--- src/design/yuv420_alpha_overlay_blend_macros.svh ---
// Assertion macros shared by the overlay blend RTL.
`ifndef YUV420_ALPHA_OVERLAY_BLEND_MACROS_SVH
`define YUV420_ALPHA_OVERLAY_BLEND_MACROS_SVH

`ifndef SYNTHESIS
`define YAOB_ASSERT_SAME(label, ante, cons, msg) \
   label: assert property (@(posedge clock) disable iff (reset) (ante) |-> (cons)) \
      else $error(msg);
`define YAOB_ASSERT_NEXT(label, ante, cons, msg) \
   label: assert property (@(posedge clock) disable iff (reset) (ante) |=> (cons)) \
      else $error(msg);
`else
`define YAOB_ASSERT_SAME(label, ante, cons, msg)
`define YAOB_ASSERT_NEXT(label, ante, cons, msg)
`endif

`endif

--- src/design/yaob_pkg.sv ---
// Types, constants and the blend function of the overlay blend block.
package yaob_pkg;

   localparam int CSR_ADDR_W  = 4;
   localparam int CSR_DATA_W  = 32;
   localparam int PAIR_W      = 9;
   localparam int ROW_W       = 12;
   localparam int MAX_HEIGHT  = 4096;
   localparam logic [7:0] FULL_ALPHA = 8'hff;

   typedef enum logic [1:0] {
      REG_REGION_WIDTH  = 2'd0,
      REG_REGION_HEIGHT = 2'd1,
      REG_BLEND_ALPHA   = 2'd2,
      REG_OVERWRITE     = 2'd3
   } csr_index_type;

   typedef struct packed {
      logic [7:0] dst_luma;
      logic [7:0] src_luma;
      logic [7:0] src_alpha;
      logic [7:0] dst_alpha;
      logic [7:0] src_cb;
      logic [7:0] src_cr;
      logic [7:0] dst_cb;
      logic [7:0] dst_cr;
   } req_type;

   typedef struct packed {
      logic [7:0] out_luma;
      logic [7:0] out_alpha;
      logic       chroma_valid;
      logic [7:0] out_cb;
      logic [7:0] out_cr;
      logic       region_end;
   } rsp_type;

   typedef struct packed {
      logic [11:0] region_width;
      logic [12:0] region_height;
      logic        blend_with_alpha;
      logic        alpha_replace;
   } cfg_type;

   // what the position stage hands to the blend stage
   typedef struct packed {
      req_type    item;
      logic [7:0] left_alpha;
      logic       quad_done;
      logic       region_end;
   } stage_type;

   function automatic logic [7:0] mix8(input logic [7:0] s, input logic [7:0] d,
                                       input logic [7:0] a);
      logic [15:0] sum;
      sum = 16'(s) * 16'(a) + 16'(d) * 16'(FULL_ALPHA - a);
      return sum[15:8];
   endfunction

endpackage

--- src/design/yaob_csr.sv ---
// Configuration registers behind the APB-style port.
module yaob_csr (
   input  logic                             clock,
   input  logic                             reset,
   input  logic                             csr_psel,
   input  logic                             csr_penable,
   input  logic                             csr_pwrite,
   input  logic [yaob_pkg::CSR_ADDR_W-1:0]  csr_paddr,
   input  logic [yaob_pkg::CSR_DATA_W-1:0]  csr_pwdata,
   output logic [yaob_pkg::CSR_DATA_W-1:0]  csr_prdata,
   output logic                             csr_pready,
   output yaob_pkg::cfg_type                cfg
);
   import yaob_pkg::*;

   cfg_type       cfg_ff, cfg_in;
   csr_index_type index;
   logic          wr_en;

   assign index      = csr_index_type'(csr_paddr[3:2]);
   assign wr_en      = csr_psel && csr_penable && csr_pwrite;
   assign csr_pready = 1'b1;
   assign cfg        = cfg_ff;

   always_comb begin
      cfg_in = cfg_ff;
      if (wr_en) begin
         case (index)
            REG_REGION_WIDTH:  cfg_in.region_width     = csr_pwdata[11:0];
            REG_REGION_HEIGHT: cfg_in.region_height    = csr_pwdata[12:0];
            REG_BLEND_ALPHA:   cfg_in.blend_with_alpha = csr_pwdata[0];
            REG_OVERWRITE:     cfg_in.alpha_replace    = csr_pwdata[0];
            default:           cfg_in = cfg_ff;
         endcase
      end
   end

   always_comb begin
      case (index)
         REG_REGION_WIDTH:  csr_prdata = CSR_DATA_W'(cfg_ff.region_width);
         REG_REGION_HEIGHT: csr_prdata = CSR_DATA_W'(cfg_ff.region_height);
         REG_BLEND_ALPHA:   csr_prdata = CSR_DATA_W'(cfg_ff.blend_with_alpha);
         REG_OVERWRITE:     csr_prdata = CSR_DATA_W'(cfg_ff.alpha_replace);
         default:           csr_prdata = '0;
      endcase
   end

   always_ff @(posedge clock) begin
      if (reset) begin
         cfg_ff.region_width     <= 12'd16;
         cfg_ff.region_height    <= 13'd16;
         cfg_ff.blend_with_alpha <= 1'b1;
         cfg_ff.alpha_replace    <= 1'b1;
      end else begin
         cfg_ff <= cfg_in;
      end
   end

endmodule

--- config.mk ---
export PLATFORM = sky130hd
export DESIGN_NAME = yaob_csr
export DESIGN_NICKNAME = d
export VERILOG_FILES = /design/src/design/yuv420_alpha_overlay_blend_macros.svh /design/src/design/yaob_pkg.sv /design/src/design/yaob_csr.sv
export SDC_FILE = /design/constraint.sdc
export NUM_CORES = 1
export LEC_CHECK = 0
export BUFFER_PORTS_ARGS = -buffer_cell sky130_fd_sc_hd__buf_4
export CELL_PAD_IN_SITES_DETAIL_PLACEMENT = 0
export CELL_PAD_IN_SITES_GLOBAL_PLACEMENT = 1
export CORE_MARGIN = 10
export CORE_UTILIZATION = 31
export DETAILED_ROUTE_END_ITERATION = 7
export GPL_TIMING_DRIVEN = 0
export PLACE_DENSITY = 0.85
export SYNTH_ARGS = -nofsm -noshare
export SYNTH_HDL_FRONTEND = slang
export SYNTH_SLANG_ARGS = --single-unit
--- constraint.sdc ---
create_clock -name clock -period 3.3 [get_ports clock]
set_input_delay 0.66 -clock clock [delete_from_list [all_inputs] [get_ports clock]]
set_output_delay 0.66 -clock clock [all_outputs]
set_load 0.03 [all_outputs]
# Word-level counts from Yosys, hierarchy flattened
# Cells that the tools add are included.
op_classes:
  mux: 1
  order_cmp: 0
  mul: 0
  shifts: 0
  n_bitwise: 0
  reduce_logical: 7
  eq_ne: 3
  addsub: 0
  div_mod_pow: 0
ops:
  columns: ["op", "n"]
  rows:
  - ["32-bit one-hot mux with 4 select lines", 1]
  - ["2-bit AND reduction", 4]
  - ["2-bit equality test (second input constant)", 2]
  - ["2-bit by 1-bit equality test with 1-bit output (second input constant)", 1]
  - ["1-bit logical AND", 2]
  - ["2-bit zero test", 1]
totals:
  ff_bits: 27
  romBits: 0
  mem_count: 0
  output_inout_bits: 60
  latchBits: 0
  wordCells: 15
  mem_bits_rw: 0

# Longest topological paths before layout
# Gate-level depths: netlist of the first run.
depth:
  ltp_word: 3
  mapped_depth: 5
  ltp_nobuf: 3

# Worst setup path after synthesis of the first run
# OpenSTA, ideal clock, no wires.
synth_timing:
  path_type: "input to output"
  startpoint: "input csr_paddr[2] (netlist bit)"
  endpoint: "output csr_prdata[12] (netlist bit)"
  path_slack_ps: 1067
  stages: 3
  t_arrival_ps: 1573
  required_time_ps: 2640
  path_cell_list: "buf_4 inv_1 nor3b_1"
synth_between:
  elab_chain_len: 2
synth_rtl:
  columns: ["item", "line", "source"]
  rows:
  - ["from (decl)", "yaob_csr.sv:8", "input logic [yaob_pkg::CSR_ADDR_W-1:0] csr_paddr,"]
  - ["2-bit equality test (tied with other cells)", "yaob_csr.sv:39", "case (index)"]
  - ["32-bit one-hot mux with 4 select lines (*)", "yaob_csr.sv:39", null]
  - ["to (decl)", "yaob_csr.sv:10", "output logic [yaob_pkg::CSR_DATA_W-1:0] csr_prdata,"]
# Mark *: on every way between the ends. The rest lies on a longest branch, timed or not. The select of a mux whose other input is x is not followed.

# Worst setup path in the final report of the first run
layout_timing:
  startpoint: "input csr_paddr[2] (netlist bit)"
  endpoint: "output csr_prdata[9] (netlist bit)"
# Same word-level chain as after synthesis.

==> results of run 1 <==
==> worst min-delay path by stage <==
stage	slack (ps)	start	end
final	490	cfg[8]$_SDFFE_PP0P_	cfg[8]$_SDFFE_PP0P_
after global routing	520	cfg[5]$_SDFFE_PP0P_	cfg[5]$_SDFFE_PP0P_
after CTS	500	cfg[10]$_SDFFE_PP0P_	cfg[10]$_SDFFE_PP0P_
after detailed placement	480	cfg[8]$_SDFFE_PP0P_	cfg[8]$_SDFFE_PP0P_
after global placement	480	cfg[23]$_SDFFE_PP0P_	cfg[23]$_SDFFE_PP0P_
after floorplan	600	cfg[14]$_SDFFE_PP0P_	cfg[14]$_SDFFE_PP0P_
==> power by group through the flow <==
stage	registers [mW]	logic [mW]	clock network, mW
after floorplan	0.349	0.0928	0
after global placement	0.341	0.140	0
after detailed placement	0.341	0.141	0
after CTS	0.333	0.141	0.201
after global routing	0.334	0.151	0.216
final	0.333	0.140	0.193
==> layout make-up <==
type | instances | share of cell area [%]
buffer | 31 | 10.6
multi-input combinational | 118 | 37.8
timing repair buffer | 57 | 20.0
tap | 67 | 3.92
inverter | 1 | 0.175
sequential | 27 | 25.3
clock inverter | 1 | 0.351
clock buffer | 3 | 1.93
==> cells in the mapped netlist <==
cell type,n
nand2b_1,35
dfxtp_1,27
nand4_1,1
nor3_2,1
nor2_1,19
buf_4,22
mux4_2,1
or3_4,1
clkbuf_1,5
nor3b_1,1
nand3_1,1
buf_2,1
buf_6,2
conb_1,2
inv_1,1
buf_8,1
mux2i_1,38
==> cells by family (layout without fill, tap and decap cells) <==
kind of cell,after synthesis,after routing,share of synthesized area [%]
multiplexers,39,39,26.7
AND/OR/NAND/NOR,59,59,21.9
other,2,20,0.497
buffers and inverters,32,93,15.2
flip-flops,27,27,35.8
==> worst max-delay path: cells and delay by family <==
kind                   cells  cell delay [ps]
buffers and inverters      3              660
multiplexers               1              230
AND/OR/NAND/NOR            1               60
==> per-layer routing <==
layer  routed length, um  part of all wire, %  vias up  GRT usage [%]
met4                  47                  1.1        0           3.64
met3                 248                  5.8        2           2.16
met2                2140                   50       37           18.2
li1                    -                    -      634              -
met5                   0                    0        -              0
met1                1810                   43      562           12.2
==> stage by stage <==
step                worst slack, ps  area, sq um  total power, mW  instances
floorplan                      1070         1580            0.441        177
global placement               1020         2090            0.481        301
detailed placement             1000         2090            0.481        301
CTS                            1010         2140            0.675        305
global route                    902         2140            0.702        305
finish                         1020         2140            0.666        305
==> reports/qor.yml, run 1 <==
synthesis:
  ys_types: 17
  synth_top_area_cell: "dfxtp_1"
  syn-cell-area_sq_um: 1510
  syn_area_per_cell_sq_um: 9.51
  syn_inst: 159
  yosysSeqAreaShare_pct: 35.8
  synth_top_area_share_pct: 35.8
  yosys_warnings: 0
  synth_area_leaders: "dfxtp_1 (36%), mux2i_1 (25%), nand2b_1 (14%)"
  ys_ff_latch: 27
power:
  peakVddDrop_mv: 0.146
  clockPowerShare_pct: 28.9
  p_sw_share_pct: 28.7
  power_density_nw_per_um2: 311
  seqPwrFrac_pct: 50.0
  p_comb_share_pct: 21.1
  intPower_uw: 475
  cellLeakagePower_nw: 1.06
  power_switching_uw: 191
grt:
  grt_pass1_vias: 1328
  grt_pass1_wl_um: 7000
  antenna_found_initial: 0
  track_usage_pct: 10.4
  gr-total-overflow: 0
  grt_max_degree: 17
die:
  std_cell_rows: 25
  die_area_sq_um: 8070
  ios: 101
  die_h_um: 89.8
  die_x_um: 89.8
  core_sq_um: 4720
  initial_core_util_pct: 32.0
critical_path:
  critical_path.startpoint_type: "primary input"
  cp_max_fo: 10
  r2r-start: "cfg[24]$_SDFFE_PP0P_"
  reg2reg_slack_ps: 2660
  critPathRequiredTime_ps: 2640
  timing.rr.end: "cfg[24]$_SDFFE_PP0P_"
  cp-end-kind: "output pin"
  max_stage_delay_ps: 340
  worstPathCellList: "buf_4 > buf_2 > mux2i_1 > nor2_1 > buf_4"
  crit_slowest_cell: "buf_2"
  cp_common_cell: "buf_4"
  ff2ff_path_depth: 2
  setup.worst_path.start: "csr_paddr[2]"
  arrival_ps: 1620
  cp-endpoint: "csr_prdata[9]"
  crit_type: "in2out"
clocking:
  clkSlewWorstSetupHoldPaths_ps: 100
  clockBufferDepth: 2
  clock_sinks: 27
  cts_buffers: 3
  cts_resized: 0
  root_buffer: "clkbuf_8"
  clk_latency_ps: 270
  cts_tree: "done"
  hold_buffers: 0
  htree_levels: 1
  cts_setup_buffers: 0
timing:
  final.min_clock_period_ps: 2280
  timing.fmax_mhz: 439
  whs_ps: 495
  finClkSkew_ps: 0
  relSlewSlack_pct: 59.6
  fin_setup_tns_ps: 0
  finalMaxSlewViolations: 0
  hold_viol: 0
  fin_crit_sh_pct: 69.0
  setup_viol: 0
  rsz0062_at_grt: "false"
  tightest_slew_ps: 606
place:
  port-buffer-count: 57
  gp_congestion: 0.733
  dp_hpwl_um: 3350
detailed_routing:
  drt_first_pass_iters: 4
  wl_um: 4250
  route.detailed.drc: 0
  final_antenna_net_count: 0
  drt-initial-drc-count: 40
  wl_per_cell_um: 13.9
  drt-vias-per-instance: 4.05
  via_count: 1235
final_layout:
  antenna_cells: 0
  layout_commonest_cell: "buf_4"
  multiInputGateArea_sq_um: 808
  largest_reg_flops: 27
  drive_gt1_share_pct: 37.8
  synthToLayoutAreaGrowth_pct: 41.6
  final_util_pct: 45.3
  seqCellArea_sq_um: 541
  nFillCells: 493
  final_cell_mix: "buf_4 (79), mux2i_1 (38), nand2b_1 (35)"
  nNetsFinal: 280
flow_run:
  max-cap-violations: 0
hold_path:
  hold_depth: 2
  hold_path.class: "reg2reg"
run_status:
  status: "finished, final reports clean"
Power figures use the tool's default switching activity.
==> run 2, diff against run 1 <==
--- a/config.mk
+++ b/config.mk
@@ -9,10 +9,10 @@
 export CELL_PAD_IN_SITES_DETAIL_PLACEMENT = 0
 export CELL_PAD_IN_SITES_GLOBAL_PLACEMENT = 1
 export CORE_MARGIN = 10
-export CORE_UTILIZATION = 31
+export CORE_UTILIZATION = 26
 export DETAILED_ROUTE_END_ITERATION = 7
 export GPL_TIMING_DRIVEN = 0
-export PLACE_DENSITY = 0.85
+export PLACE_DENSITY = 0.76
 export SYNTH_ARGS = -nofsm -noshare
 export SYNTH_HDL_FRONTEND = slang
 export SYNTH_SLANG_ARGS = --single-unit
==> constraint.sdc (replaced) <==
create_clock -name clock -period 1.9 [get_ports clock]
set_input_delay 0.38 -clock clock [delete_from_list [all_inputs] [get_ports clock]]
set_output_delay 0.38 -clock clock [all_outputs]
set_load 0.03 [all_outputs]
==> run 2 against run 1 <==
Hold slack got worse by 120 ps. Routed wire length rose by 5.8%. Flip-flop and latch count did not move. Largest power group unchanged. Global-route usage fell by 0.79 points. Register-to-register slack got worse by 1400 ps. Clock power rose by 72%. Power rose by 73%. Non-clock buffer count did not move. Critical endpoint is now csr_prdata[5].
==> reports/qor.yml, run 2 (synthesis results as in run 1) <==
run_status:
  status: "finished, final reports clean"  # unchanged
critical_path:
  timing.rr.end: "cfg[0]$_SDFFE_PP1P_"  # was cfg[24]$_SDFFE_PP0P_
  max_stage_delay_ps: 350  # was 340 ps
  arrival_ps: 1350  # was 1620 ps
  crit_slowest_cell: "buf_2"  # unchanged
  cp_common_cell: "buf_4"  # unchanged
  ff2ff_path_depth: 2  # unchanged
  critPathRequiredTime_ps: 1520  # was 2640 ps
  critPathTopFamily: "buffers and inverters"  # unchanged
  r2r-start: "cfg[0]$_SDFFE_PP1P_"  # was cfg[24]$_SDFFE_PP0P_
  reg2reg_slack_ps: 1260  # was 2660 ps
  cp_max_fo: 10  # unchanged
  path_buf_inv: 3  # unchanged
  cp-end-kind: "output pin"  # unchanged
  crit_type: "in2out"  # unchanged
  critical_path.startpoint_type: "primary input"  # unchanged
  worstPathCellList: "buf_4 > buf_2 > mux2i_1 > nor2_1 > buf_4"  # unchanged
clocking:
  cts_resized: 0  # unchanged
  clockBufferDepth: 2  # unchanged
  htree_levels: 1  # unchanged
  hold_buffers: 0  # unchanged
  clock_sinks: 27  # unchanged
  cts_buffers: 3  # unchanged
  cts_tree: "done"  # unchanged
  root_buffer: "clkbuf_8"  # unchanged
  clkSlewWorstSetupHoldPaths_ps: 90  # was 100 ps
  cts_setup_buffers: 0  # unchanged
  clk_latency_ps: 270  # about the same
timing:
  fin_setup_tns_ps: 0  # unchanged
  finClkSkew_ps: 0  # unchanged
  rsz0062_at_grt: "false"  # unchanged
  fin_crit_sh_pct: 91.0
  finalMaxSlewViolations: 0  # unchanged
  hold_viol: 0  # unchanged
  timing.fmax_mhz: 578
  relSlewSlack_pct: 61.1  # was 59.6%
  tightest_slew_ps: 583  # was 606 ps
  final.min_clock_period_ps: 1730
  setup_viol: 0  # unchanged
  whs_ps: 375  # was 495 ps
hold_path:
  hold_path.class: "in2reg"  # was reg2reg
  holdPathEnd: "cfg[14]$_SDFFE_PP0P_"  # was cfg[8]$_SDFFE_PP0P_
  hold_depth: 3  # was 2
  hold_start: "csr_pwdata[12]"  # was cfg[8]$_SDFFE_PP0P_
final_layout:
  drive_gt1_share_pct: 37.8  # unchanged
  largest_reg_flops: 27  # unchanged
  final_util_pct: 38.5  # was 45.3%
  synthToLayoutAreaGrowth_pct: 41.8  # was 41.6%
  layout_commonest_cell: "buf_4"  # unchanged
  antenna_cells: 0  # unchanged
  layoutNonFillerInstCount: 310  # was 305
  nNetsFinal: 280  # unchanged
  final_cell_mix: "buf_4 (79), mux2i_1 (38), nand2b_1 (35)"  # unchanged
grt:
  grt_max_degree: 16  # was 17
  met3_usage_pct: 3.66  # was 2.16%
  grt_pass1_vias: 1329  # was 1,328
  grt_util_met1_pct: 11.4  # was 12.2%
  grt-busiest-layer: "met2"  # unchanged
  grt_pass1_wl_um: 7000  # unchanged
  gr-total-overflow: 0  # unchanged
  track_usage_pct: 9.65  # was 10.4%
  antenna_found_initial: 0  # unchanged
  grtUsageMet2_pct: 16.1  # was 18.2%
power:
  cellLeakagePower_nw: 1.07  # was 1.06 nW
  power_mw: 1.15  # was 666 uW
  power_density_nw_per_um2: 539  # was 311 nW/um^2
  peakVddDrop_mv: 0.266  # was 0.146 mV
die:
  die_h_um: 96.2  # was 89.8 um
  ios: 101  # unchanged
  std_cell_rows: 27  # was 25
  initial_core_util_pct: 27.1  # was 32.0%
  core_sq_um: 5570  # was 4720 sq um
  die_area_sq_um: 9260  # was 8070 sq um
  die_x_um: 96.2  # was 89.8 um
detailed_routing:
  wl_per_cell_um: 14.5  # was 13.9 um
  drt-vias-per-instance: 3.93  # was 4.05
  route.detailed.drc: 0  # unchanged
  final_antenna_net_count: 0  # unchanged
  via_count: 1219  # was 1,235
  wl_um: 4490  # was 4250 um
  drt_first_pass_iters: 4  # unchanged
  drt-initial-drc-count: 43  # was 40
place:
  dp_hpwl_um: 3490  # was 3350 um
  port-buffer-count: 57  # unchanged
  gp_congestion: 0.697  # was 0.733
  dp_cells: 306  # was 301
flow_run:
  max-cap-violations: 0  # unchanged
## run 2: power by group
part / switching (mW) / internal [mW] / leakage [nW] / total [mW]
Sequential: 0.00575 / 0.573 / 0.218 / 0.579
Clock: 0.184 / 0.147 / 0.0255 / 0.331
Combinational: 0.142 / 0.103 / 0.822 / 0.245
## run 2: per-layer routing
| layer | vias to the layer above | share of wire, % |
|---|---|---|
| met5 | - | 0 |
| met4 | 0 | 0.31 |
| met3 | 2 | 11 |
| met2 | 43 | 47 |
| met1 | 540 | 42 |
| li1 | 634 | - |
## run 2: final cells by class
class	instances	area, sq um
plain buffers	31	226
clock buffers	3	41.3
clock inverters	1	5.00
fillers	585	3430
inverters	1	3.75
multi-input cells	118	808
flip-flops and latches	27	541
well taps	72	90.1
repair buffers	57	428
## run 2: how the worst max path moves through the flow
stage,start,endpoint,slack (ps),cells after the start
2_1_floorplan,csr_paddr[2],csr_prdata[12],230,3
3_3_place_gp,csr_paddr[2],csr_prdata[6],170,5
3_5_place_dp,csr_paddr[2],csr_prdata[6],170,5
4_1_cts,csr_paddr[2],csr_prdata[3],170,5
5_1_grt,csr_paddr[2],csr_prdata[1],100,5
6_report,csr_paddr[2],csr_prdata[5],170,5
## run 2: worst reg2reg max path, stage by stage, from the launching register on
cell and delay, ps:
dfxtp_1 340, nor2_1 120, mux2i_1 80
## run 2: metrics by stage
stage | setup slack (ps) | area [sq um]
after global routing | 101 | 2140
after detailed placement | 171 | 2100
after global placement | 174 | 2100
after floorplan | 227 | 1580
after CTS | 172 | 2140
final | 171 | 2140
