### config.mk
export PLATFORM = sky130hd
export DESIGN_NAME = yaob_mix
export DESIGN_NICKNAME = d
export VERILOG_FILES = /design/src/design/yaob_pkg.sv /design/src/design/yaob_mix.sv
export VERILOG_INCLUDE_DIRS = /design/src /design/src/design
export SDC_FILE = /design/constraint.sdc
export NUM_CORES = 1
export LEC_CHECK = 0
export BUFFER_PORTS_ARGS = -buffer_cell sky130_fd_sc_hd__buf_2
export CAP_MARGIN = 30
export CORE_MARGIN = 2
export CORE_UTILIZATION = 50
export CTS_BUF_LIST = sky130_fd_sc_hd__clkbuf_16
export DETAILED_ROUTE_END_ITERATION = 10
export PLACE_DENSITY = 0.69
export SYNTH_ARGS = -nofsm -noshare
export SYNTH_HDL_FRONTEND = slang
export SYNTH_SLANG_ARGS = --single-unit
export TNS_END_PERCENT = 20
### constraint.sdc
create_clock -name clock -period 11 [get_ports clock]
set_clock_uncertainty 0.1 [all_clocks]
set_input_delay 2.2 -clock clock [delete_from_list [all_inputs] [get_ports clock]]
set_output_delay 2.2 -clock clock [all_outputs]
set_load 0.05 [all_outputs]
### src/design/yuv420_alpha_overlay_blend_macros.svh
// Assertion macros shared by the overlay blend RTL.
`ifndef YUV420_ALPHA_OVERLAY_BLEND_MACROS_SVH
`define YUV420_ALPHA_OVERLAY_BLEND_MACROS_SVH

`ifndef SYNTHESIS
`define YAOB_ASSERT_SAME(label, ante, cons, msg) \
   label: assert property (@(posedge clock) disable iff (reset) (ante) |-> (cons)) \
      else $error(msg);
`define YAOB_ASSERT_NEXT(label, ante, cons, msg) \
   label: assert property (@(posedge clock) disable iff (reset) (ante) |=> (cons)) \
      else $error(msg);
`else
`define YAOB_ASSERT_SAME(label, ante, cons, msg)
`define YAOB_ASSERT_NEXT(label, ante, cons, msg)
`endif

`endif

### src/design/yaob_pkg.sv
// Types, constants and the blend function of the overlay blend block.
package yaob_pkg;

   localparam int CSR_ADDR_W  = 4;
   localparam int CSR_DATA_W  = 32;
   localparam int PAIR_W      = 9;
   localparam int ROW_W       = 12;
   localparam int MAX_HEIGHT  = 4096;
   localparam logic [7:0] FULL_ALPHA = 8'hff;

   typedef enum logic [1:0] {
      REG_REGION_WIDTH  = 2'd0,
      REG_REGION_HEIGHT = 2'd1,
      REG_BLEND_ALPHA   = 2'd2,
      REG_OVERWRITE     = 2'd3
   } csr_index_type;

   typedef struct packed {
      logic [7:0] dst_luma;
      logic [7:0] src_luma;
      logic [7:0] src_alpha;
      logic [7:0] dst_alpha;
      logic [7:0] src_cb;
      logic [7:0] src_cr;
      logic [7:0] dst_cb;
      logic [7:0] dst_cr;
   } req_type;

   typedef struct packed {
      logic [7:0] out_luma;
      logic [7:0] out_alpha;
      logic       chroma_valid;
      logic [7:0] out_cb;
      logic [7:0] out_cr;
      logic       region_end;
   } rsp_type;

   typedef struct packed {
      logic [11:0] region_width;
      logic [12:0] region_height;
      logic        blend_with_alpha;
      logic        alpha_replace;
   } cfg_type;

   // what the position stage hands to the blend stage
   typedef struct packed {
      req_type    item;
      logic [7:0] left_alpha;
      logic       quad_done;
      logic       region_end;
   } stage_type;

   function automatic logic [7:0] mix8(input logic [7:0] s, input logic [7:0] d,
                                       input logic [7:0] a);
      logic [15:0] sum;
      sum = 16'(s) * 16'(a) + 16'(d) * 16'(FULL_ALPHA - a);
      return sum[15:8];
   endfunction

endpackage

### src/design/yaob_mix.sv
// Luma, alpha and chroma blend feeding the result register.
`include "yuv420_alpha_overlay_blend_macros.svh"

module yaob_mix (
   input  logic                         clock,
   input  logic                         reset,
   input  yaob_pkg::cfg_type            cfg,
   input  logic                         s1_vld,
   input  yaob_pkg::stage_type          s1_data,
   input  logic [yaob_pkg::PAIR_W-1:0]  pair_rd,
   output logic                         blend_ready,
   output logic                         rsp_valid,
   input  logic                         rsp_stall,
   output yaob_pkg::rsp_type            rsp_data
);
   import yaob_pkg::*;

   logic       rsp_valid_ff, rsp_valid_in;
   rsp_type    rsp_data_ff, rsp_data_in;
   logic [9:0] quad_sum;
   logic [7:0] avg_alpha;
   rsp_type    result;

   assign blend_ready = !rsp_valid_ff || !rsp_stall;

   // mean of the four source alphas: stored upper pair plus the lower pair
   assign quad_sum  = 10'(pair_rd) + 10'(s1_data.left_alpha) + 10'(s1_data.item.src_alpha);
   assign avg_alpha = quad_sum[9:2];

   always_comb begin
      result              = '0;
      result.region_end   = s1_data.region_end;
      result.chroma_valid = s1_data.quad_done;
      if (cfg.blend_with_alpha) begin
         result.out_luma  = mix8(s1_data.item.src_luma, s1_data.item.dst_luma,
                                 s1_data.item.src_alpha);
         result.out_alpha = cfg.alpha_replace ? s1_data.item.src_alpha
                                              : s1_data.item.dst_alpha;
      end else begin
         result.out_luma  = s1_data.item.src_luma;
         result.out_alpha = s1_data.item.dst_alpha;
      end
      if (s1_data.quad_done) begin
         if (cfg.blend_with_alpha) begin
            result.out_cb = mix8(s1_data.item.src_cb, s1_data.item.dst_cb, avg_alpha);
            result.out_cr = mix8(s1_data.item.src_cr, s1_data.item.dst_cr, avg_alpha);
         end else begin
            result.out_cb = s1_data.item.src_cb;
            result.out_cr = s1_data.item.src_cr;
         end
      end
   end

   always_comb begin
      rsp_valid_in = blend_ready ? s1_vld : rsp_valid_ff;
      rsp_data_in  = (blend_ready && s1_vld) ? result : rsp_data_ff;
   end

   always_ff @(posedge clock) begin
      if (reset) begin
         rsp_valid_ff <= 1'b0;
      end else begin
         rsp_valid_ff <= rsp_valid_in;
      end
   end

   always_ff @(posedge clock) begin
      rsp_data_ff <= rsp_data_in;
   end

   assign rsp_valid = rsp_valid_ff;
   assign rsp_data  = rsp_data_ff;

   `YAOB_ASSERT_NEXT(a_move_on, s1_vld && blend_ready, rsp_valid_ff, "stage item not moved to result")
   `YAOB_ASSERT_SAME(a_chroma_zero, rsp_valid_ff && !rsp_data_ff.chroma_valid, rsp_data_ff.out_cb == 8'd0 && rsp_data_ff.out_cr == 8'd0, "chroma without a finished quad")

endmodule

; Word-level counts from Yosys, hierarchy flattened
; Cells that the tools add are included.
[word_totals]
reg_bits = 35
inputBits = 114
out_inout_bits = 36
word_cells = 27
[classes]
addsub = 7
n_mul = 6
n_mux = 3
reduce_logical = 4
[op_table]
columns = operator, count
row1 = adder 16 bit, 3
row2 = multiplier 8 x 8 -> 16 bit, 3
row3 = multiplier 9 x 9 -> 16 bit, 2
row4 = two-way mux 16 bit, 2
row5 = subtractor 8 x 8 -> 9 bit (first input constant), 2
row6 = multiplier 8 x 16 -> 16 bit, 1
row7 = adder 10 x 8 -> 10 bit, 1
row8 = adder 9 x 8 -> 10 bit, 1
row9 = two-way mux 8 bit, 1
row10 = logical NOT 1 bit, 2
row11 = logical AND 1 bit, 1
row12 = logical OR 1 bit, 1

; Longest topological paths before layout
; Gate-level depths: netlist of run 1.
[depth]
word_depth = 6
ltp_mapped = 29
ltp_nobuf = 28

; Worst setup path after synthesis of run 1
; Ideal clock, no wire load.
[synth_timing]
path_type = input to register
from = input s1_data[51] in the netlist's numbering
to = register rsp_data_ff, in the netlist rsp_data[8], data pin
setup_time_ps = 150
t_arrival_ps = 9396
required_ps = 10750
path_slack_ps = 1354
stages = 26
path_buffers = 1
cell_sequence = clkinv_1 fa_1 or2_2 fa_1 nor2b_1 o21ai_0 nand2b_1 a31oi_2 xnor2_1 buf_2 nand2_1 fa_1 fa_1 inv_1 fa_1 fa_1 fa_1 inv_1 fa_1 inv_1 ha_1 or3_4 o211a_1 a221o_1 or4b_4 o211ai_2
[synth_between]
elab_chain_len = 5
elab_cells_between_ends = 6
classes_between = 3 x add/sub / 2 x mul / 1 x mux
[synth_rtl]
columns = element, line
row1 = from (decl), yaob_mix.sv:9  ; input yaob_pkg::stage_type s1_data,
row2 = adder 10 x 8 -> 10 bit *, yaob_mix.sv:27  ; assign quad_sum = 10'(pair_rd) + 10'(s1_data.left_alpha) + 10'(s1_data.item.src_alpha);
row3 = subtractor 8 x 8 -> 9 bit, yaob_pkg.sv:56  ; sum = 16'(s) * 16'(a) + 16'(d) * 16'(FULL_ALPHA - a);
row4 = multiplier 9 x 9 -> 16 bit, yaob_pkg.sv:56
row5 = adder 16 bit *, yaob_pkg.sv:56
row6 = two-way mux 16 bit *, yaob_mix.sv:44  ; if (cfg.blend_with_alpha) begin
row7 = to (signal assigned), yaob_mix.sv:68  ; rsp_data_ff <= rsp_data_in;
row8 = to (decl), yaob_mix.sv:19  ; rsp_type rsp_data_ff, rsp_data_in;
; Mark *: on every way between the ends. The rest lies on a longest branch, timed or not.
; A chain may end at the register's enable or synchronous reset.

; Final worst setup path of run 1
; Ends and elaborated chain as after synthesis.

==> qor.json, run 1 <==
{
  "run_status": "complete, no violations",
  "htreeDepth": 2,
  "post_synth_mux_area_share_pct": 1.45,
  "fin_setup_tns_ns": 0,
  "critical_path.startpoint_type": "primary input",
  "io_buffer_count": 124,
  "wl_met3_um": 1790,
  "worst_skew_pair.late_latency_ns": 0.29,
  "grt.overflow.total": 0,
  "drive_gt1_share_pct": 10.5,
  "die_height_um": 175,
  "report.final.slew_viol_count": 0,
  "detail_route.wirelength.met1_um": 14200,
  "synth-compound-area-share_pct": 4.40,
  "clk_pin_slew_ns": 0.06,
  "first_pass_iters": 5,
  "met2RoutedLength_um": 16200,
  "seq_area_frac_synth_pct": 7.16,
  "post_synth_and_or_nand_nor_area_fraction_pct": 16.0,
  "finalWirelength_um": 33100,
  "instances_no_fill": 2059,
  "fin_area_um2": 15800,
  "max_slew.worst_pin.slew_ns": 0.952,
  "syn_inst": 1564,
  "synth_async_sr_flop_share_pct": 0,
  "fin_crit_ns": 10.04,
  "hold_path_class": "reg -> reg",
  "grt_use_total_pct": 23.4,
  "syn-num-nets": 2166,
  "multi_input_area_um2": 11800,
  "final_min_period_over_clock_period_pct": 91.3,
  "type_of_element_capturing_the_critical_path": "flop",
  "crit_arrival_ns": 10.08,
  "cp_common_cell": "fa_1",
  "horizontal_die_dimension_um": 175,
  "setup_viol_count_final": 0,
  "max_fclk_mhz": 99.6,
  "clk_buf_depth": 2,
  "dpl-instance-area_um2": 15600,
  "hold_viol_final": 0,
  "dr.first_iter.drc_count": 513,
  "tritoncts.num_buffers": 5,
  "synth_flop_type": "edfxtp_1",
  "initial_antenna_violation_count": 0,
  "sequential_standard_cell_area_um2": 1040,
  "tritoncts": "built",
  "cpMaxStageDelayCell": "fa_1",
  "postLayoutSetupSlackWorst_ns": 0.956,
  "route.detailed.drc": 0,
  "drt-wirelength-per-cell_um": 16.1,
  "clock-root-buffer": "clkbuf_16",
  "critical_path.max_fanout": 16,
  "worst_path_largest_cell_delay_ns": 0.53,
  "synth_area_per_cell_um2": 9.29,
  "detailed_place_hpwl_um": 27700,
  "synth.yosys.warnings": 0,
  "synth_edf_count": 34,
  "max-slew-margin-rel_pct": 36.1,
  "initial_core_util_pct": 50.6,
  "core_area_um2": 28700,
  "cts.sinks": 35,
  "gp_routability_congestion": 0.851,
  "maxCapViolCount": 0,
  "grt_max_degree": 35,
  "pre_cts_setup_slack_ns": 0.670,
  "placementRows": 62,
  "postCtsHoldBufs": 0,
  "place_inst": 2050,
  "yosys.area_share.xor_xnor_pct": 2.47,
  "fill_cells": 2646,
  "synth_top_family_by_area": "adder cells",
  "yosys.area_share.adder_pct": 57.0,
  "cp_data_required_time_ns": 11.04,
  "ys_ff_latch": 35,
  "design.final.nets": 2275,
  "final_antenna_violating_net_count": 0,
  "layout-area-overhead-vs-synth_pct": 8.50,
  "die_area_um2": 30500,
  "num_vias": 10572,
  "grt_first_pass_wirelength_um": 56700,
  "cts_post_setup_buffers_inserted": 0,
  "ports_placed_on_the_boundary": 150,
  "rsz0062_at_grt": "false",
  "post_drt_via_cell_ratio": 5.13,
  "post_cts_resize_count": 0,
  "synthesis.area_um2": 14500,
  "post_synth_num_cell_types": 55,
  "route.top_layer_used": "met4",
  "crit_type": "in -> reg",
  "grt_pass1_vias": 11456
}
==> synthesized netlist by cell type, drive strengths merged (17+ instances only) <==
cell    count  area (µm²)
a21oi      22         110
and2      145         907
clkbuf     30         113
edfxtp     34        1020
fa        291        5830
ha        197        2460
inv       400        1500
nand2     168         631
nand2b     32         200
nor2       17        71.3
nor2b      52         325
o21ai      33         165
xnor2      25         219
==> flip-flops by register name, indices dropped and copies added, names as in the netlist <==
name / count
rsp_data: 34
rsp_valid: 1
==> cell type report <==
| type | count | area share (%) |
|---|---|---|
| multi-input cells | 1089 | 75.0 |
| inverters | 401 | 9.54 |
| flip-flops and latches | 35 | 6.60 |
| repair buffers | 141 | 4.74 |
| well taps | 384 | 3.05 |
| clock buffers | 5 | 0.793 |
| clock inverters | 3 | 0.246 |
| diodes | 1 | 0.0159 |
==> per-stage QoR <==
step           hold WS (ns)  utilization [%]
2_1_floorplan         0.640                -
3_3_place_gp          0.389             54.3
3_5_place_dp          0.413             54.4
4_1_cts               0.429             54.9
5_1_grt               0.475             54.9
6_report              0.427             55.0
==> layout by cell type, fill, tap and decap left out, types with 3 or more instances in the layout <==
master     netlist  final
inv_1          400    400
fa_1           291    291
ha_1           197    197
nand2_1        168    168
and2_1         145    144
buf_2            2    124
nor2b_1         52     52
edfxtp_1        34     34
o21ai_0         32     32
nand2b_1        32     32
xnor2_1         25     25
a21oi_1         22     22
buf_4            3     17
xor2_1          16     16
nor2_1          16     16
mux2_2          15     15
a21o_1           9      9
nand3b_1         9      9
o21a_1           6      6
a211oi_1         5      5
a31oi_1          5      5
clkbuf_16        0      5
o211ai_1         4      4
nand4_1          3      3
o21bai_1         3      3
o31ai_1          3      3
==> worst max-delay path: cells and delay by family <==
| kind | cells | cell delay (ns) |
|---|---|---|
| compound gates | 5 | 0.92 |
| xor+xnor | 1 | 0.16 |
| fa+ha+maj | 9 | 4.20 |
| buf+inv | 7 | 0.87 |
| simple gates | 6 | 1.73 |
==> metal layers <==
metal | global-route usage (%) | up-vias
met4 | 6.15 | 0
met3 | 3.67 | 60
li1 | - | 4882
met1 | 30.9 | 5354
met2 | 40.2 | 276
met5 | 0 | -
==> cell families after synthesis <==
logic type               after synthesis
multiplexers                          18
AND/OR/NAND/NOR                      440
flip-flops                            35
adder cells (fa/ha/maj)              488
other                                  1
buffers and inverters                440
AO/OA/AOI/OAI                        101
XOR/XNOR                              41
==> worst paths after layout <==
check	slack, ns	cells after the start	end	startpoint
worst min-delay path	0.43	2	rsp_valid	rsp_valid
worst max-delay path	0.96	28	rsp_data[8]	s1_data[51]
worst min register to register	0.43	2	rsp_valid	rsp_valid
worst max register to register	9.40	2	rsp_data[7]	rsp_valid
Power of run 1 is left out: the tool's default activity adds up to more than one toggle a clock period on the data nets, which glitch-free logic cannot reach.
==> inputs of run 2 (changes only) <==
--- a/config.mk
+++ b/config.mk
@@ -12,6 +12,7 @@
 export CORE_UTILIZATION = 50
 export CTS_BUF_LIST = sky130_fd_sc_hd__clkbuf_16
 export DETAILED_ROUTE_END_ITERATION = 10
+export HOLD_SLACK_MARGIN = 0.02
 export PLACE_DENSITY = 0.69
 export SYNTH_ARGS = -nofsm -noshare
 export SYNTH_HDL_FRONTEND = slang
==> constraint.sdc (replaced) <==
create_clock -name clock -period 10.7 [get_ports clock]
set_clock_uncertainty 0.1 [all_clocks]
set_input_delay 2.14 -clock clock [delete_from_list [all_inputs] [get_ports clock]]
set_output_delay 2.14 -clock clock [all_outputs]
set_load 0.05 [all_outputs]
==> run 2 against run 1 <==
Compared with the run above: hold slack better by 0.0057 ns; first-iteration DRC count fell by 8.0%; worst setup slack worse by 0.24 ns; non-clock buffer count rose by 2; critical path depth is the same; sequential share of layout area barely moved; final cell count barely moved; sequential cell count did not move; critical path type unchanged.
==> qor.json, run 2 (synthesis gave the netlist of run 1 again) <==
{
  "tritoncts": "built",
  "antenna_cells": 0,
  "initial_antenna_violation_count": 0,
  "die_area_um2": 30500,
  "fin_crit_ns": 9.98,
  "clk_buf_depth": 2,
  "cp_common_cell": "fa_1",
  "maxCapViolCount": 0,
  "die_height_um": 175,
  "layout-area-overhead-vs-synth_pct": 8.59,
  "final_antenna_violating_net_count": 0,
  "run_status": "complete, no violations",
  "grt_first_pass_wirelength_um": 56000,
  "postCtsHoldBufs": 0,
  "post_cts_resize_count": 0,
  "grt_pass1_vias": 11349,
  "core_area_um2": 28700,
  "setup_viol_count_final": 0,
  "drt-wirelength-per-cell_um": 15.9,
  "max_fclk_mhz": 100,
  "grt_max_degree": 35,
  "type_of_element_capturing_the_critical_path": "flop",
  "report.final.slew_viol_count": 0,
  "worstHoldPathCells": 2,
  "initial_core_util_pct": 50.6,
  "clk_pin_slew_ns": 0.06,
  "cp_data_required_time_ns": 10.71,
  "worst_path_largest_cell_delay_ns": 0.53,
  "regToRegSetupSlack_ns": 9.11,
  "rsz0062_at_grt": "false",
  "reg2reg_depth": 2,
  "crit-reg2reg-launch": "rsp_valid",
  "io_buffer_count": 124,
  "pre_cts_setup_slack_ns": 0.418,
  "num_vias": 10475,
  "cpLargestDelayFamily": "adder cells",
  "cts_post_setup_buffers_inserted": 0,
  "clock-root-buffer": "clkbuf_16",
  "grt.overflow.total": 0,
  "timing.rr.end": "rsp_data[8]",
  "horizontal_die_dimension_um": 175,
  "route.detailed.drc": 0,
  "dpl-instance-area_um2": 15600,
  "crit_arrival_ns": 10.00,
  "fin_setup_tns_ns": 0,
  "worst_skew_pair.late_latency_ns": 0.28,
  "final_common_cell": "inv_1",
  "hold_viol_final": 0,
  "drive_gt1_share_pct": 10.6,
  "max-slew-margin-rel_pct": 28.7,
  "design.final.nets": 2277,
  "placementRows": 62,
  "first_pass_iters": 5,
  "post_drt_via_cell_ratio": 5.08,
  "worstHoldEndpoint": "rsp_valid",
  "grt_use_total_pct": 23.0,
  "layout.core_utilization_pct": 55.0,
  "htreeDepth": 2,
  "fin_area_um2": 15800,
  "fill_cells": 2661,
  "critical_path.max_fanout": 16,
  "finalWirelength_um": 32800,
  "min_from": "rsp_valid",
  "ports_placed_on_the_boundary": 150,
  "final_min_period_over_clock_period_pct": 93.3,
  "largest_register_ff_count": 34,
  "postLayoutSetupSlackWorst_ns": 0.715,
  "cts.sinks": 35,
  "critical_path.startpoint_type": "primary input",
  "path_buf_inv": 7,
  "max_slew.worst_pin.slew_ns": 1.06,
  "cpMaxStageDelayCell": "fa_1",
  "gp_routability_congestion": 0.848,
  "dr.first_iter.drc_count": 472,
  "detailed_place_hpwl_um": 27600,
  "hold_path_class": "reg -> reg",
  "tritoncts.num_buffers": 5,
  "most-common-layout-cells": "inv_1, fa_1, ha_1",
  "crit_type": "in -> reg"
}
run 2: cell count changes in the layout (fill, tap and decap cells not counted), sizes merged:
cell   change
buf        +2
diode      -1
run 2: cell type report:
type	count	area (µm²)	area share, %
Timing Repair Buffer	143	763	4.84
Tap cell	384	480	3.04
Clock buffer	5	125	0.793
Clock inverter	3	38.8	0.246
Inverter	401	1510	9.54
Multi-Input combinational cell	1089	11800	75.0
Sequential cell	35	1040	6.59
run 2: per-stage QoR:
stage	std cells	hold slack (ns)
after floorplan	1564	0.640
after global placement	2051	0.389
after detailed placement	2052	0.416
after CTS	2060	0.432
after global routing	2060	0.480
final	2060	0.432
run 2: how the worst max path moves through the flow:
stage | start | to | depth (start not counted)
final | s1_data[51] | rsp_data[16] | 28
after floorplan | s1_data[51] | rsp_data[8] | 26
after global placement | s1_data[51] | rsp_data[16] | 28
after global routing | s1_data[51] | rsp_data[16] | 28
after detailed placement | s1_data[51] | rsp_data[16] | 28
after CTS | s1_data[51] | rsp_data[16] | 28
run 2: metal layers:
layer	vias to the layer above	track usage [%]	part of all wire [%]
met1	5262	30.9	44
met5	-	0	0
li1	4882	-	-
met3	62	3.00	5.0
met4	0	6.08	2.7
met2	269	39.4	48
run 2: worst min-delay path, stage by stage, from the launching register on:
cell	delay [ns]
dfxtp_1	0.36
a21oi_1	0.07
nor2_1	0.07
Power of run 2 is left out for the same reason.
==> inputs of run 3 (changes only) <==
--- a/config.mk
+++ b/config.mk
@@ -6,9 +6,9 @@
 export SDC_FILE = /design/constraint.sdc
 export NUM_CORES = 1
 export LEC_CHECK = 0
-export BUFFER_PORTS_ARGS = -buffer_cell sky130_fd_sc_hd__buf_2
+export BUFFER_PORTS_ARGS = -buffer_cell sky130_fd_sc_hd__buf_4
 export CAP_MARGIN = 30
-export CORE_MARGIN = 2
+export CORE_MARGIN = 1
 export CORE_UTILIZATION = 50
 export CTS_BUF_LIST = sky130_fd_sc_hd__clkbuf_16
 export DETAILED_ROUTE_END_ITERATION = 10
==> run 3 against run 2 <==
Compared with the run above: maximum frequency is 1.1% higher; sequential cell count did not move; first-iteration DRC count shrank 12%; non-clock buffer count decreased by 5; die area down 2.3%; global-route usage is 0.66 points higher; sequential share of layout area decreased by 0.11 points; critical path depth is the same; worst setup slack gained 0.11 ns; hold slack got worse by 0.018 ns; final area grew 1.7%.
==> qor.json, run 3 (synthesis gave the netlist of run 1 again) <==
{
  "post_drt_via_cell_ratio": 5.10,
  "design.final.nets": 2272,
  "maxCapViolCount": 0,
  "grt_pass1_vias": 11225,
  "cp_data_required_time_ns": 10.71,
  "core_area_um2": 28600,
  "reg2reg_depth": 2,
  "gp_routability_congestion": 0.822,
  "fin_setup_tns_ns": 0,
  "grt_use_total_pct": 23.6,
  "crit_type": "in -> reg",
  "drive_gt1_share_pct": 10.3,
  "largest_register_ff_count": 34,
  "cts_post_setup_buffers_inserted": 0,
  "most-common-layout-cells": "inv_1, fa_1, ha_1",
  "type_of_element_capturing_the_critical_path": "flop",
  "worst-path-stages": 28,
  "dr.first_iter.drc_count": 417,
  "dpl-instance-area_um2": 15900,
  "fill_cells": 2569,
  "antenna_cells": 0,
  "worst_path_largest_cell_delay_ns": 0.52,
  "finalWirelength_um": 32900,
  "cts.sinks": 35,
  "htreeDepth": 2,
  "worst_skew_pair.late_latency_ns": 0.28,
  "layout-area-overhead-vs-synth_pct": 10.5,
  "crit_arrival_ns": 9.89,
  "drt-wirelength-per-cell_um": 16.0,
  "regToRegSetupSlack_ns": 9.05,
  "critical_path.max_fanout": 16,
  "placementRows": 62,
  "tritoncts": "built",
  "first_pass_iters": 4,
  "cp_common_cell": "fa_1",
  "instances_no_fill": 2055,
  "route.detailed.drc": 0,
  "rsz0062_at_grt": "false",
  "run_status": "complete, no violations",
  "crit-reg2reg-launch": "rsp_valid",
  "grt_max_degree": 35,
  "cpLargestDelayFamily": "adder cells",
  "hold_viol_final": 0,
  "hold_path_class": "reg -> reg",
  "cpMaxStageDelayCell": "fa_1",
  "horizontal_die_dimension_um": 173,
  "final_common_cell": "inv_1",
  "die_area_um2": 29800,
  "crit_path_end": "rsp_data[16]",
  "clk_buf_depth": 2,
  "max-slew-margin-rel_pct": 38.5,
  "clk_pin_slew_ns": 0.06,
  "final_min_period_over_clock_period_pct": 92.3,
  "place_inst": 2047,
  "io_buffer_count": 124,
  "path_buf_inv": 7,
  "setup_viol_count_final": 0,
  "fin_crit_ns": 9.88,
  "ports_placed_on_the_boundary": 150,
  "fin_area_um2": 16100,
  "die_height_um": 173,
  "tritoncts.num_buffers": 5,
  "postCtsHoldBufs": 0,
  "critical_path.startpoint_type": "primary input",
  "post_cts_resize_count": 0,
  "clock-root-buffer": "clkbuf_16",
  "final_antenna_violating_net_count": 0,
  "timing.rr.end": "rsp_data[19]",
  "report.final.slew_viol_count": 0,
  "grt.overflow.total": 0,
  "num_vias": 10475,
  "max_fclk_mhz": 101,
  "max_slew.worst_pin.slew_ns": 0.923,
  "detailed_place_hpwl_um": 27600,
  "initial_antenna_violation_count": 1,
  "setup.worst_path.start": "s1_data[51]",
  "initial_core_util_pct": 50.8,
  "grt_first_pass_wirelength_um": 56100
}
[run 3: cell type report]
type	count	area [µm²]	area share, %
clock buffer	5	125	0.779
clock inverter	3	38.8	0.242
inverter	401	1510	9.37
multi-input combinational	1089	11800	73.7
sequential	35	1040	6.48
tap	384	480	2.99
timing repair buffer	138	1040	6.45
[run 3: tightest hold or removal path, delay by kind of cell, from the launching register on]
family	cells	cell delay, ns
flip-flops	1	0.35
AO/OA/AOI/OAI	1	0.07
AND/OR/NAND/NOR	1	0.06
[run 3: per-layer routing]
metal  global-route usage (%)  wire length, µm  vias up
met4                     4.58              546        0
met1                     31.6            14600     5353
met2                     41.1            16400      205
met5                        0                0        -
li1                         -                -     4879
met3                     3.21             1290       38
[run 3: through the flow]
| stage | util (%) | setup slack (ns) | hold WS (ns) |
|---|---|---|---|
| floorplan | - | 1.11 | 0.640 |
| global placement | 55.5 | 0.641 | 0.389 |
| finish | 56.1 | 0.822 | 0.415 |
| CTS | 56.1 | 0.816 | 0.420 |
| detailed placement | 55.5 | 0.553 | 0.406 |
| global route | 56.1 | 0.409 | 0.462 |
[run 3: worst min path at each step]
stage | from | end | slack [ns] | depth (start not counted)
CTS | rsp_valid | rsp_valid | 0.42 | 2
detailed placement | rsp_valid | rsp_valid | 0.41 | 2
global placement | rsp_valid | rsp_valid | 0.39 | 2
finish | rsp_valid | rsp_valid | 0.41 | 2
floorplan | rsp_valid | rsp_valid | 0.64 | 2
global route | rsp_valid | rsp_valid | 0.46 | 2
Power of run 3 is left out for the same reason.
